## src/sv/fnvrh_pkg.sv

```systemverilog
// Package for the FNV-1 64-bit record hasher.
// Holds the hash constants, request codes, sequencer states and the byte-step function.
// No dependencies.
package fnvrh_pkg;

  // Bytes carried by one transaction, and the widest count the sequencer runs
  localparam int unsigned BYTES_PER_ITEM = 8;
  localparam int unsigned NULL_BYTES     = 4;
  localparam int unsigned MAX_CNT        = (BYTES_PER_ITEM > NULL_BYTES) ?
                                           BYTES_PER_ITEM : NULL_BYTES;
  localparam int unsigned CNT_W          = $clog2(MAX_CNT + 1);

  // Hash constants (starting value kept with halves swapped, as specified)
  localparam logic [63:0] START_VALUE  = 64'h84222325cbf29ce4;
  localparam logic [63:0] NULL_PATTERN = 64'h000000000a0b0c0d;
  // Prime is 2^40 + 0x1b3: shift-add plus a narrow constant multiply
  localparam logic [8:0]  PRIME_LO     = 9'h1b3;
  localparam int unsigned PRIME_SHIFT  = 40;

  // Request type codes
  localparam logic REQ_DATA = 1'b0;
  localparam logic REQ_NULL = 1'b1;

  typedef enum logic {
    ST_IDLE,
    ST_BUSY
  } state_e;

  // One FNV-1 step: multiply by the prime mod 2^64, then XOR in the byte
  function automatic logic [63:0] fnv_step(input logic [63:0] h, input logic [7:0] b);
    logic [72:0] lo_prod;
    logic [63:0] prod;
    lo_prod = h * PRIME_LO;
    prod    = lo_prod[63:0] + {h[63-PRIME_SHIFT:0], {PRIME_SHIFT{1'b0}}};
    return prod ^ {56'b0, b};
  endfunction

endpackage

```

## src/sv/fnv1_64_record_hasher.sv

```systemverilog
// Top level of the FNV-1 64-bit record hasher.
// Depends on fnvrh_pkg.
// An accepted transaction is taken in while idle, then its n bytes are hashed, where n is
// byte_count saturated to 8, or 4 for a null marker: one byte per cycle through the single
// shared multiply-xor unit, whose result feeds the next byte; a zero count takes one step
// that leaves the hash unchanged. The input is stalled while an item is in work. A last
// item finishes only when the output register is free, so a stalled result can delay it.
module fnv1_64_record_hasher
  import fnvrh_pkg::*;
(
  input  logic        clk_i,
  input  logic        rst_ni,
  // input channel
  input  logic        in_valid_i,
  output logic        in_stall_o,
  input  logic        req_type_i,
  input  logic [63:0] payload_i,
  input  logic [3:0]  byte_count_i,
  input  logic        last_i,
  // output channel
  output logic        out_valid_o,
  input  logic        out_stall_i,
  output logic [63:0] hash_value_o
);

  state_e             state_q, state_d;
  logic [63:0]        hash_q, hash_d;
  logic [63:0]        bytes_q, bytes_d;
  logic [CNT_W-1:0]   cnt_q, cnt_d;
  logic               last_q, last_d;
  logic               out_valid_q, out_valid_d;
  logic [63:0]        out_hash_q, out_hash_d;

  logic               in_accept;
  logic               out_free;
  logic               done;
  logic [63:0]        step_hash;
  logic [CNT_W-1:0]   sat_cnt;

  assign in_accept = in_valid_i && (state_q == ST_IDLE);
  assign out_free  = !out_valid_q || !out_stall_i;
  assign done      = (cnt_q <= CNT_W'(1));

  // Saturate the byte count to the item width
  assign sat_cnt = (byte_count_i > 4'(BYTES_PER_ITEM)) ? CNT_W'(BYTES_PER_ITEM)
                                                       : CNT_W'(byte_count_i);

  // Shared byte-step unit; a zero count leaves the hash untouched
  assign step_hash = (cnt_q == '0) ? hash_q : fnv_step(hash_q, bytes_q[7:0]);

  // Sequencer: next state and datapath control
  always_comb begin
    state_d     = state_q;
    hash_d      = hash_q;
    bytes_d     = bytes_q;
    cnt_d       = cnt_q;
    last_d      = last_q;
    out_hash_d  = out_hash_q;
    out_valid_d = out_valid_q && out_stall_i;
    case (state_q)
      ST_IDLE: begin
        if (in_accept) begin
          last_d  = last_i;
          state_d = ST_BUSY;
          if (req_type_i == REQ_NULL) begin
            bytes_d = NULL_PATTERN;
            cnt_d   = CNT_W'(NULL_BYTES);
          end else begin
            bytes_d = payload_i;
            cnt_d   = sat_cnt;
          end
        end
      end
      ST_BUSY: begin
        if (!done) begin
          hash_d  = step_hash;
          bytes_d = {8'b0, bytes_q[63:8]};
          cnt_d   = cnt_q - CNT_W'(1);
        end else if (!last_q) begin
          hash_d  = step_hash;
          cnt_d   = '0;
          state_d = ST_IDLE;
        end else if (out_free) begin
          // Record ends: hand the hash to the output and reload
          out_hash_d  = step_hash;
          out_valid_d = 1'b1;
          hash_d      = START_VALUE;
          cnt_d       = '0;
          state_d     = ST_IDLE;
        end
      end
      default: state_d = ST_IDLE;
    endcase
  end

  // Control registers
  always_ff @(posedge clk_i or negedge rst_ni) begin
    if (!rst_ni) begin
      state_q     <= ST_IDLE;
      hash_q      <= START_VALUE;
      cnt_q       <= '0;
      last_q      <= 1'b0;
      out_valid_q <= 1'b0;
    end else begin
      state_q     <= state_d;
      hash_q      <= hash_d;
      cnt_q       <= cnt_d;
      last_q      <= last_d;
      out_valid_q <= out_valid_d;
    end
  end

  // Payload registers
  always_ff @(posedge clk_i) begin
    bytes_q    <= bytes_d;
    out_hash_q <= out_hash_d;
  end

  assign in_stall_o   = (state_q != ST_IDLE);
  assign out_valid_o  = out_valid_q;
  assign hash_value_o = out_hash_q;

endmodule

```

## config.mk

```make
export PLATFORM = sky130hd
export DESIGN_NAME = fnv1_64_record_hasher
export DESIGN_NICKNAME = d
export VERILOG_FILES = /design/src/sv/fnvrh_pkg.sv /design/src/sv/fnv1_64_record_hasher.sv
export SDC_FILE = /design/constraint.sdc
export NUM_CORES = 1
export LEC_CHECK = 0
export ABC_AREA = 1
export ABC_CLOCK_PERIOD_IN_PS = 5900
export BUFFER_PORTS_ARGS = -buffer_cell sky130_fd_sc_hd__buf_2
export CAP_MARGIN = 20
export CORE_ASPECT_RATIO = 1.5
export CORE_MARGIN = 4
export CORE_UTILIZATION = 45
export CTS_CLUSTER_DIAMETER = 50
export DETAILED_ROUTE_END_ITERATION = 8
export PLACE_DENSITY_LB_ADDON = 0.08
export SYNTH_ARGS = -nofsm -noshare
export SYNTH_HDL_FRONTEND = slang
export SYNTH_SLANG_ARGS = --single-unit
```

## constraint.sdc

```tcl
create_clock -name clk_i -period 5.9 [get_ports clk_i]
set_clock_uncertainty 0.2 [all_clocks]
set_input_delay 1.475 -clock clk_i [delete_from_list [all_inputs] [get_ports clk_i]]
set_output_delay 1.475 -clock clk_i [all_outputs]
set_load 0.005 [all_outputs]
```

==> impl_metrics.json, run 1 <==
{
  "yosysWarningCount": 0,
  "clock_path_buffers": 2,
  "nets": 3356,
  "ctsResizeCount": 0,
  "fmax_ghz": 0.178,
  "cts.sinks": 199,
  "firstDrtPassIters": 7,
  "cp_max_fo": 5,
  "antenna_found_initial": 2,
  "synth_seq_area_share_pct": 25.5,
  "grt_pass1_vias": 18823,
  "ys_seq_elements": 199,
  "critPathLaunchType": "flip-flop",
  "core_um2": 48700,
  "wl_per_cell_um": 21.4,
  "root_buffer": "clkbuf_16",
  "vias": 17819,
  "cts_setup_buffers": 0,
  "ios": 140,
  "die_area_um2": 53000,
  "worstSetupPathType": "reg -> reg",
  "setup_violations": 0,
  "place_congestion": 0.987,
  "numCtsBuffers": 17,
  "die_w_um": 189,
  "clock_latency_ns": 0.50,
  "dpl.hpwl_um": 64200,
  "fin_ws_ns": 0.283,
  "cts_hold_buf": 0,
  "worst_pin_slew_ns": 0.971,
  "rsz0062_at_grt": "false",
  "place_ws_ns": 0.149,
  "chipHeight_um": 280,
  "report.final.slew_viol_count": 0,
  "grt_max_degree": 54,
  "drc": 0,
  "syn_nets": 3221,
  "arrival_ns": 5.82,
  "setup_tns_ns": 0,
  "outcome": "finished, final reports clean",
  "finalCriticalPeriod_ns": 5.62,
  "area_growth_pct": 9.85,
  "vias_per_cell": 5.04,
  "crit_path_end_kind": "flip-flop",
  "grt_usage_pct": 29.0,
  "fin_crit_sh_pct": 95.2,
  "cp.required_ns": 6.10,
  "cts_tree": "yes",
  "drive_gt1_share_pct": 11.8,
  "antenna-diode-count": 0,
  "drt-initial-drc-count": 1065,
  "syn_inst": 2732,
  "port_buffers": 139,
  "h-tree-depth": 4,
  "drv_cap": 0,
  "syn-cell-area_um2": 22200,
  "rows": 99,
  "ant_nets": 0,
  "grt_pass1_wl_um": 115000,
  "syn_area_per_cell_um2": 8.11,
  "grt_overflow": 0,
  "start_util_pct": 45.5,
  "hp-class": "reg -> reg",
  "slew_headroom_pct": 35.2,
  "wl_um": 75600,
  "path_clk_slew_ns": 0.09,
  "ys_types": 53,
  "n_fill_cell": 4894,
  "final-hold-violation-count": 0
}
worst max-delay path: stages, from the launching register on:
cell     delay, ns
dfstp_2       0.61
ha_1          0.33
inv_1         0.11
fa_1          0.54
inv_1         0.05
fa_1          0.47
inv_1         0.05
fa_1          0.52
inv_1         0.06
ha_1          0.27
ha_1          0.36
nand2_2       0.14
inv_1         0.06
a21oi_2       0.23
nand3_2       0.24
nand2_1       0.11
nand2_1       0.19
xnor2_2       0.36
o21ai_2       0.10
o21ai_1       0.35
inv_1         0.15
per-stage QoR:
step / cell area, um2 / hold WS [ns] / utilization, % / instances
3_5_place_dp: 23700 / 0.330 / 48.6 / 3504
3_3_place_gp: 23700 / 0.321 / 48.6 / 3504
5_1_grt: 24400 / 0.370 / 50.0 / 3536
6_report: 24400 / 0.340 / 50.0 / 3536
2_1_floorplan: 22200 / 0.295 / - / 2732
4_1_cts: 24300 / 0.343 / 50.0 / 3536
cell usage in the layout, fill, tap and decap left out, types with 20 or more instances in the layout:
master and n:
nand3_1 118, inv_1 786, nand2_1 603, dfstp_2 28
a22o_1 46, nor2_1 86, nor2_2 27, ha_1 189
nand4_1 21, o22ai_1 28, a21oi_1 66, fa_1 226
xor2_1 32, dfrtp_1 42, o21ai_0 51, edfxtp_1 128
buf_2 138, nand2_2 20
sequential cells by signal, summed over array words and instances, names as in the netlist:
name,cells
last_q,1
hash_q,64
bytes_q,64
out_valid_o,1
in_stall_o,1
cnt_q,4
hash_value_o,64
layer usage:
layer / GRT usage (%) / share of wire (%) / up-vias / wire (um)
met1: 35.4 / 40 / 8729 / 30300
met2: 53.4 / 53 / 426 / 39800
met5: 0 / 0.017 / - / 13
li1: - / - / 8571 / -
met4: 10.2 / 3.7 / 2 / 2800
met3: 2.78 / 3.5 / 91 / 2680
cell families (layout without fill, tap and decap cells):
| logic type | Yosys count | after routing | share of synthesized area [%] |
|---|---|---|---|
| simple gates | 965 | 965 | 19.4 |
| buf+inv | 838 | 986 | 14.3 |
| fa+ha+maj | 415 | 415 | 31.1 |
| compound gates | 262 | 262 | 7.59 |
| flops | 199 | 199 | 25.5 |
| xor+xnor | 52 | 52 | 2.05 |
| mux | 1 | 1 | 0.0508 |
final cells by class:
type                            instances  area (um2)  share of cell area (%)
Clock buffer                           17         425                    1.75
Clock inverter                         15         239                   0.981
Inverter                              799        3000                    12.3
Multi-Input combinational cell       1695       13400                    55.0
Sequential cell                       199        5660                    23.2
Tap cell                              656         821                    3.37
Timing Repair Buffer                  155         818                    3.36
path summary, 6_finish.rpt:
path | startpoint | end | slack (ns) | cells after the start
worst max-delay path | hash_q[6] | hash_q[23] | 0.28 | 20
min in group asynchronous | rst_ni | hash_q[56] | 0.80 | 1
max in group asynchronous | rst_ni | hash_q[29] | 3.66 | 2
worst min-delay path | last_q | last_q | 0.34 | 2
worst max register to register | hash_q[6] | hash_q[23] | 0.28 | 20
worst min register to register | last_q | last_q | 0.34 | 2
synth_stat cells (all sizes together):
cell / n / area (um2)
and3: 3 / 18.8
a31oi: 3 / 18.8
nand3: 134 / 751
and3b: 1 / 8.76
nor4: 4 / 37.5
o211ai: 4 / 30.0
a2bb2oi: 1 / 8.76
dfrtp: 43 / 1080
o21ai: 74 / 385
xnor2: 20 / 175
nand3b: 6 / 45.0
a21oi: 74 / 404
a21o: 1 / 7.51
o22a: 10 / 87.6
ha: 189 / 2360
o21bai: 18 / 139
inv: 796 / 2990
nor3b: 1 / 7.51
o21a: 3 / 22.5
o22ai: 28 / 175
buf: 18 / 90.1
clkbuf: 21 / 78.8
a22o: 46 / 403
or2: 23 / 144
nand2: 627 / 2420
nor3: 13 / 95.1
and2: 11 / 71.3
clkinv: 3 / 11.3
edfxtp: 128 / 3840
dfstp: 28 / 736
nor2: 121 / 574
fa: 226 / 4520
mux2: 1 / 11.3
nand4: 21 / 131
xor2: 32 / 280
Power of run 1 is left out: the tool's default activity adds up to more than one toggle a clock period on the data nets, which glitch-free logic cannot reach.
==> run 2: changes to the inputs <==
==> constraint.sdc (replaced) <==
create_clock -name clk_i -period 5.9 [get_ports clk_i]
set_clock_uncertainty 0.2 [all_clocks]
set_input_delay 1.18 -clock clk_i [delete_from_list [all_inputs] [get_ports clk_i]]
set_output_delay 1.18 -clock clk_i [all_outputs]
set_load 0.005 [all_outputs]
==> run 2 against run 1 <==
  * First-iteration DRC count down 0.47%
  * Critical endpoint unchanged
  * Design area about the same
  * Die area unchanged
  * Wire length fell by 0.67%
  * Maximum frequency decreased by 0.76%
  * Critical path depth did not move
  * Register-to-register slack worse by 0.04 ns
  * Final cell count about the same
  * Sequential share of layout area hardly changed
  * Critical path type unchanged
  * Global-route usage decreased by 0.057 points
  * Utilization about the same
==> impl_metrics.json, run 2 (synthesis gave the netlist of run 1 again) <==
{
  "wl_per_cell_um": 21.2,
  "antenna_found_initial": 1,
  "multiInputGateArea_um2": 13400,
  "die_area_um2": 53000,
  "drv_cap": 0,
  "drc": 0,
  "rsz0062_at_grt": "false",
  "arrival_ns": 5.87,
  "hp-class": "reg -> reg",
  "die_w_um": 189,
  "worst_pin_slew_ns": 0.983,
  "ctsResizeCount": 0,
  "crit_path_end_kind": "flip-flop",
  "grt_overflow": 0,
  "wl_um": 75100,
  "fin_crit_sh_pct": 95.9,
  "path_clk_slew_ns": 0.11,
  "utilization_pct": 50.0,
  "vias_per_cell": 5.05,
  "rows": 99,
  "n_fill_cell": 4878,
  "start_util_pct": 45.5,
  "grt_pass1_vias": 18925,
  "slew_headroom_pct": 34.5,
  "worstSetupPathType": "reg -> reg",
  "antenna-diode-count": 0,
  "clock_path_buffers": 2,
  "fin_ws_ns": 0.240,
  "cp_max_fo": 5,
  "firstDrtPassIters": 5,
  "drive_gt1_share_pct": 11.7,
  "grt_pass1_wl_um": 115000,
  "fin_cells": 3535,
  "core_um2": 48700,
  "mostFrequentLayoutCells": "786 x inv_1, 603 x nand2_1, 226 x fa_1, 189 x ha_1, 138 x buf_2",
  "vias": 17851,
  "root_buffer": "clkbuf_16",
  "regArea_um2": 5660,
  "cp.required_ns": 6.11,
  "layout_commonest_cell": "inv_1",
  "drt-initial-drc-count": 1060,
  "dpl.hpwl_um": 63500,
  "area_growth_pct": 9.76,
  "cts_hold_buf": 0,
  "setup_tns_ns": 0,
  "cts.sinks": 199,
  "grt_usage_pct": 29.0,
  "numCtsBuffers": 17,
  "grt_max_degree": 67,
  "dpl.cell_count": 3503,
  "fmax_ghz": 0.177,
  "cts_tree": "yes",
  "setup_violations": 0,
  "final-hold-violation-count": 0,
  "outcome": "finished, final reports clean",
  "port_buffers": 139,
  "clock_latency_ns": 0.49,
  "h-tree-depth": 4,
  "cts_setup_buffers": 0,
  "chipHeight_um": 280,
  "place_ws_ns": 0.301,
  "critPathLaunchType": "flip-flop",
  "finalCriticalPeriod_ns": 5.66,
  "report.final.slew_viol_count": 0,
  "ant_nets": 0,
  "nets": 3355,
  "ios": 140,
  "place_congestion": 0.985
}
run 2: cell count changes in the layout (fill, tap and decap cells not counted), sizes merged:
cell,previous run,this run
buf,155,154
clkinv,5,4
inv,809,810
run 2: routing by layer:
metal / wire length [um] / vias to the layer above / GRT usage (%) / part of all wire, %
met5: 18 / - / 0 / 0.024
met4: 3160 / 2 / 11.3 / 4.2
met3: 2430 / 99 / 3.33 / 3.2
met2: 39000 / 419 / 52.7 / 52
met1: 30500 / 8757 / 35.1 / 41
li1: - / 8574 / - / -
run 2: cell type report:
cell class | instances | share of cell area (%)
inverters | 799 | 12.3
clock inverters | 15 | 0.977
clock buffers | 17 | 1.75
repair buffers | 154 | 3.33
well taps | 656 | 3.37
flip-flops and latches | 199 | 23.2
multi-input cells | 1695 | 55.0
run 2: critical path, cell delays in order, from the launching register on:
cell and delay (ns):
dfstp_2 0.60, ha_1 0.31, inv_1 0.10, fa_1 0.54, inv_1 0.05, fa_1 0.49
inv_1 0.05, fa_1 0.51, inv_1 0.05, ha_1 0.27, ha_1 0.37, nand2_2 0.15
inv_1 0.06, a21oi_2 0.20, nand3_2 0.23, nand2_1 0.11, nand2_1 0.17, xnor2_1 0.45
o21ai_2 0.11, o21ai_0 0.44, inv_1 0.15
run 2: through the flow:
step / area, um2 / hold WS (ns)
2_1_floorplan: 22200 / 0.295
3_3_place_gp: 23700 / 0.322
3_5_place_dp: 23700 / 0.329
4_1_cts: 24300 / 0.350
5_1_grt: 24300 / 0.358
6_report: 24300 / 0.349
run 2: path summary, 6_finish.rpt:
path / cells after the start / startpoint / slack, ns / endpoint
min in group asynchronous: 1 / rst_ni / 0.52 / hash_q[61]
worst min register to register: 1 / bytes_q[18] / 0.35 / bytes_q[10]
worst max-delay path: 20 / hash_q[6] / 0.24 / hash_q[23]
worst min-delay path: 1 / bytes_q[18] / 0.35 / bytes_q[10]
max in group asynchronous: 2 / rst_ni / 3.97 / hash_q[27]
worst max register to register: 20 / hash_q[6] / 0.24 / hash_q[23]
Power of run 2 is left out for the same reason.
==> run 3: changes to the inputs <==
- ABC_AREA: 1 -> not set
- ABC_CLOCK_PERIOD_IN_PS: 5900 -> 6190
- TNS_END_PERCENT: not set -> 30
- clock period: 5.9 -> 6.19 ns (I/O delays scaled with it)
==> run 3 against run 2 <==
  * Critical endpoint is now hash_value_o[55]
  * Critical path type unchanged
  * Sequential share of layout area up 2.1 points
  * Wire length down 17%
  * First-iteration DRC count down 19%
  * Utilization up 0.57 points
==> impl_metrics.json, run 3 <==
{
  "slew_headroom_pct": 25.1,
  "place_congestion": 0.919,
  "path_clk_slew_ns": 0.10,
  "rsz0062_at_grt": "false",
  "start_util_pct": 45.8,
  "worstSetupStartpoint": "hash_q[22]",
  "outcome": "finished, final reports clean",
  "yosysMostFrequentCell": "inv_1",
  "rows": 94,
  "dpl.hpwl_um": 50600,
  "finalCriticalPeriod_ns": 5.99,
  "ys_types": 85,
  "drc": 0,
  "nets": 2629,
  "r2r_start": "hash_q[22]",
  "firstDrtPassIters": 6,
  "worst_pin_slew_ns": 1.12,
  "yosysTopAreaCellShare_pct": 22.3,
  "grt_pass1_wl_um": 94800,
  "antenna_found_initial": 1,
  "chipHeight_um": 268,
  "arrival_ns": 6.03,
  "cp.required_ns": 6.23,
  "syn-cell-area_um2": 20300,
  "rrSetupSlack_ns": 0.20,
  "ys_seq_elements": 199,
  "post-synth-top-area-cell": "fa_1",
  "drv_cap": 0,
  "cts_tree": "yes",
  "synth_seq_area_share_pct": 27.9,
  "port_buffers": 139,
  "h-tree-depth": 4,
  "vias": 15053,
  "final-hold-violation-count": 0,
  "syn_area_per_cell_um2": 10.0,
  "worstSetupPathType": "reg -> reg",
  "cts.sinks": 199,
  "cp_cell_sequence": "ha_1 > inv_1 > fa_1 > inv_1 > fa_1 > inv_1 > fa_1 > inv_1 > ha_1 > ha_1 > a21oi_1 > o21ai_1 > a311oi_2 > o21ai_1 > o2111ai_2 > a21oi_1 > or3_1 > a31o_2",
  "cts_hold_buf": 0,
  "synth.top_cells.by_count": "493 x inv_1, 226 x fa_1, 189 x ha_1, 128 x edfxtp_1, 116 x nand2_1",
  "fin_crit_sh_pct": 96.8,
  "syn_inst": 2021,
  "synth_area_leaders": "fa_1 22%, edfxtp_1 19%, ha_1 12%, inv_1 9.1%, dfrtp_1 5.3%",
  "layout_commonest_cell": "inv_1",
  "grt_pass1_vias": 16030,
  "critPathMostFrequentCell": "inv_1",
  "grt_overflow": 0,
  "grt_usage_pct": 25.9,
  "ant_nets": 0,
  "ios": 140,
  "fmax_ghz": 0.167,
  "r2r_cells": 18,
  "rr_endpoint": "hash_value_o[55]",
  "syn_nets": 2510,
  "core_um2": 44200,
  "mostFrequentLayoutCells": "493 x inv_1, 226 x fa_1, 189 x ha_1, 138 x buf_2, 128 x edfxtp_1",
  "vias_per_cell": 5.51,
  "die_area_um2": 48500,
  "die_w_um": 181,
  "report.final.slew_viol_count": 0,
  "wl_um": 62200,
  "crit_path_top_delay_cell": "dfstp_2",
  "root_buffer": "clkbuf_16",
  "critPathLaunchType": "flip-flop",
  "synth-edff-count": 128,
  "whs_ns": 0.331,
  "crit_path_end": "hash_value_o[55]",
  "critPathMaxStageDelay_ns": 0.69,
  "synthFlopType": "edfxtp_1",
  "setup_violations": 0,
  "cp_max_fo": 5,
  "numCtsBuffers": 17,
  "clock_latency_ns": 0.49,
  "clock_path_buffers": 2,
  "yosysWarningCount": 0,
  "crit_path_end_kind": "flip-flop",
  "wl_per_cell_um": 22.8,
  "hold_start": "bytes_q[11]",
  "hp-class": "reg -> reg",
  "grt_max_degree": 78,
  "area_growth_pct": 10.4,
  "synthArstFlopShare_pct": 35.7,
  "drt-initial-drc-count": 855,
  "drive_gt1_share_pct": 13.3
}
==> run 3: cell types whose count changed after synthesis, moves of 19 or more <==
cell	delta
nand2_1	-489
mux2_2	+22
a21o_1	+30
nand3_1	-106
nand2_2	-19
inv_1	-293
clkbuf_1	+26
nor2_2	-27
o21ai_0	+26
nor2_1	-22
a21oi_1	+29
xnor2_1	+39
o22ai_1	-27
a22o_1	+23
==> run 3: what timing repair did <==
action                     4_1_cts  5_1_grt
setup endpoints to repair        3        5
pin swaps                        0        1
buffers inserted                 0        1
resized for setup                3        3
==> run 3: logic make-up after synthesis <==
logic type | Yosys count | synth area share [%]
buf+inv | 557 | 10.5
compound gates | 427 | 15.0
fa+ha+maj | 415 | 34.0
simple gates | 304 | 7.12
flops | 199 | 27.9
xor+xnor | 93 | 4.02
mux | 26 | 1.43
==> run 3: worst max-delay path, delay by kind of cell, from the launching register on <==
family | cells | cell delay [ns]
AO/OA/AOI/OAI | 7 | 1.78
adder cells (fa/ha/maj) | 6 | 2.46
buffers and inverters | 4 | 0.25
flip-flops | 1 | 0.69
AND/OR/NAND/NOR | 1 | 0.35
==> run 3: area by class of cell <==
class,instances,area (um2)
Antenna cell,2,5.00
Clock buffer,17,425
Clock inverter,15,243
Fill cell,4171,21900
Inverter,493,1850
Multi-Input combinational cell,1265,12500
Sequential cell,199,5660
Tap cell,576,721
Timing Repair Buffer,164,906
==> run 3: how the worst min path moves through the flow <==
stage	depth (start not counted)	to	slack [ns]
after global placement	1	cnt_q[3]	0.31
after CTS	2	bytes_q[3]	0.33
final	2	bytes_q[3]	0.33
after floorplan	1	cnt_q[3]	0.28
after detailed placement	2	bytes_q[3]	0.32
after global routing	1	hash_q[40]	0.35
==> run 3: through the flow <==
| stage | instances | utilization, % | setup WS (ns) | TNS [ns] | cell area [um2] |
|---|---|---|---|---|---|
| 6_report | 2731 | 50.6 | 0.200 | 0 | 22400 |
| 5_1_grt | 2730 | 50.5 | 0.0122 | 0 | 22400 |
| 4_1_cts | 2728 | 50.5 | 0.0683 | 0 | 22300 |
| 3_5_place_dp | 2696 | 49.0 | -0.189 | -0.189 | 21700 |
| 3_3_place_gp | 2695 | 48.9 | -0.186 | -0.186 | 21600 |
| 2_1_floorplan | 2021 | - | 0.793 | 0 | 20300 |
==> run 3: metal layers <==
metal / vias up / track usage (%) / routed length [um]
met1: 7542 / 28.3 / 22500
met2: 450 / 48.8 / 33400
met3: 142 / 4.36 / 2830
li1: 6919 / - / -
met4: 0 / 12.3 / 3410
met5: - / 0 / 0
Power of run 3 is left out for the same reason.
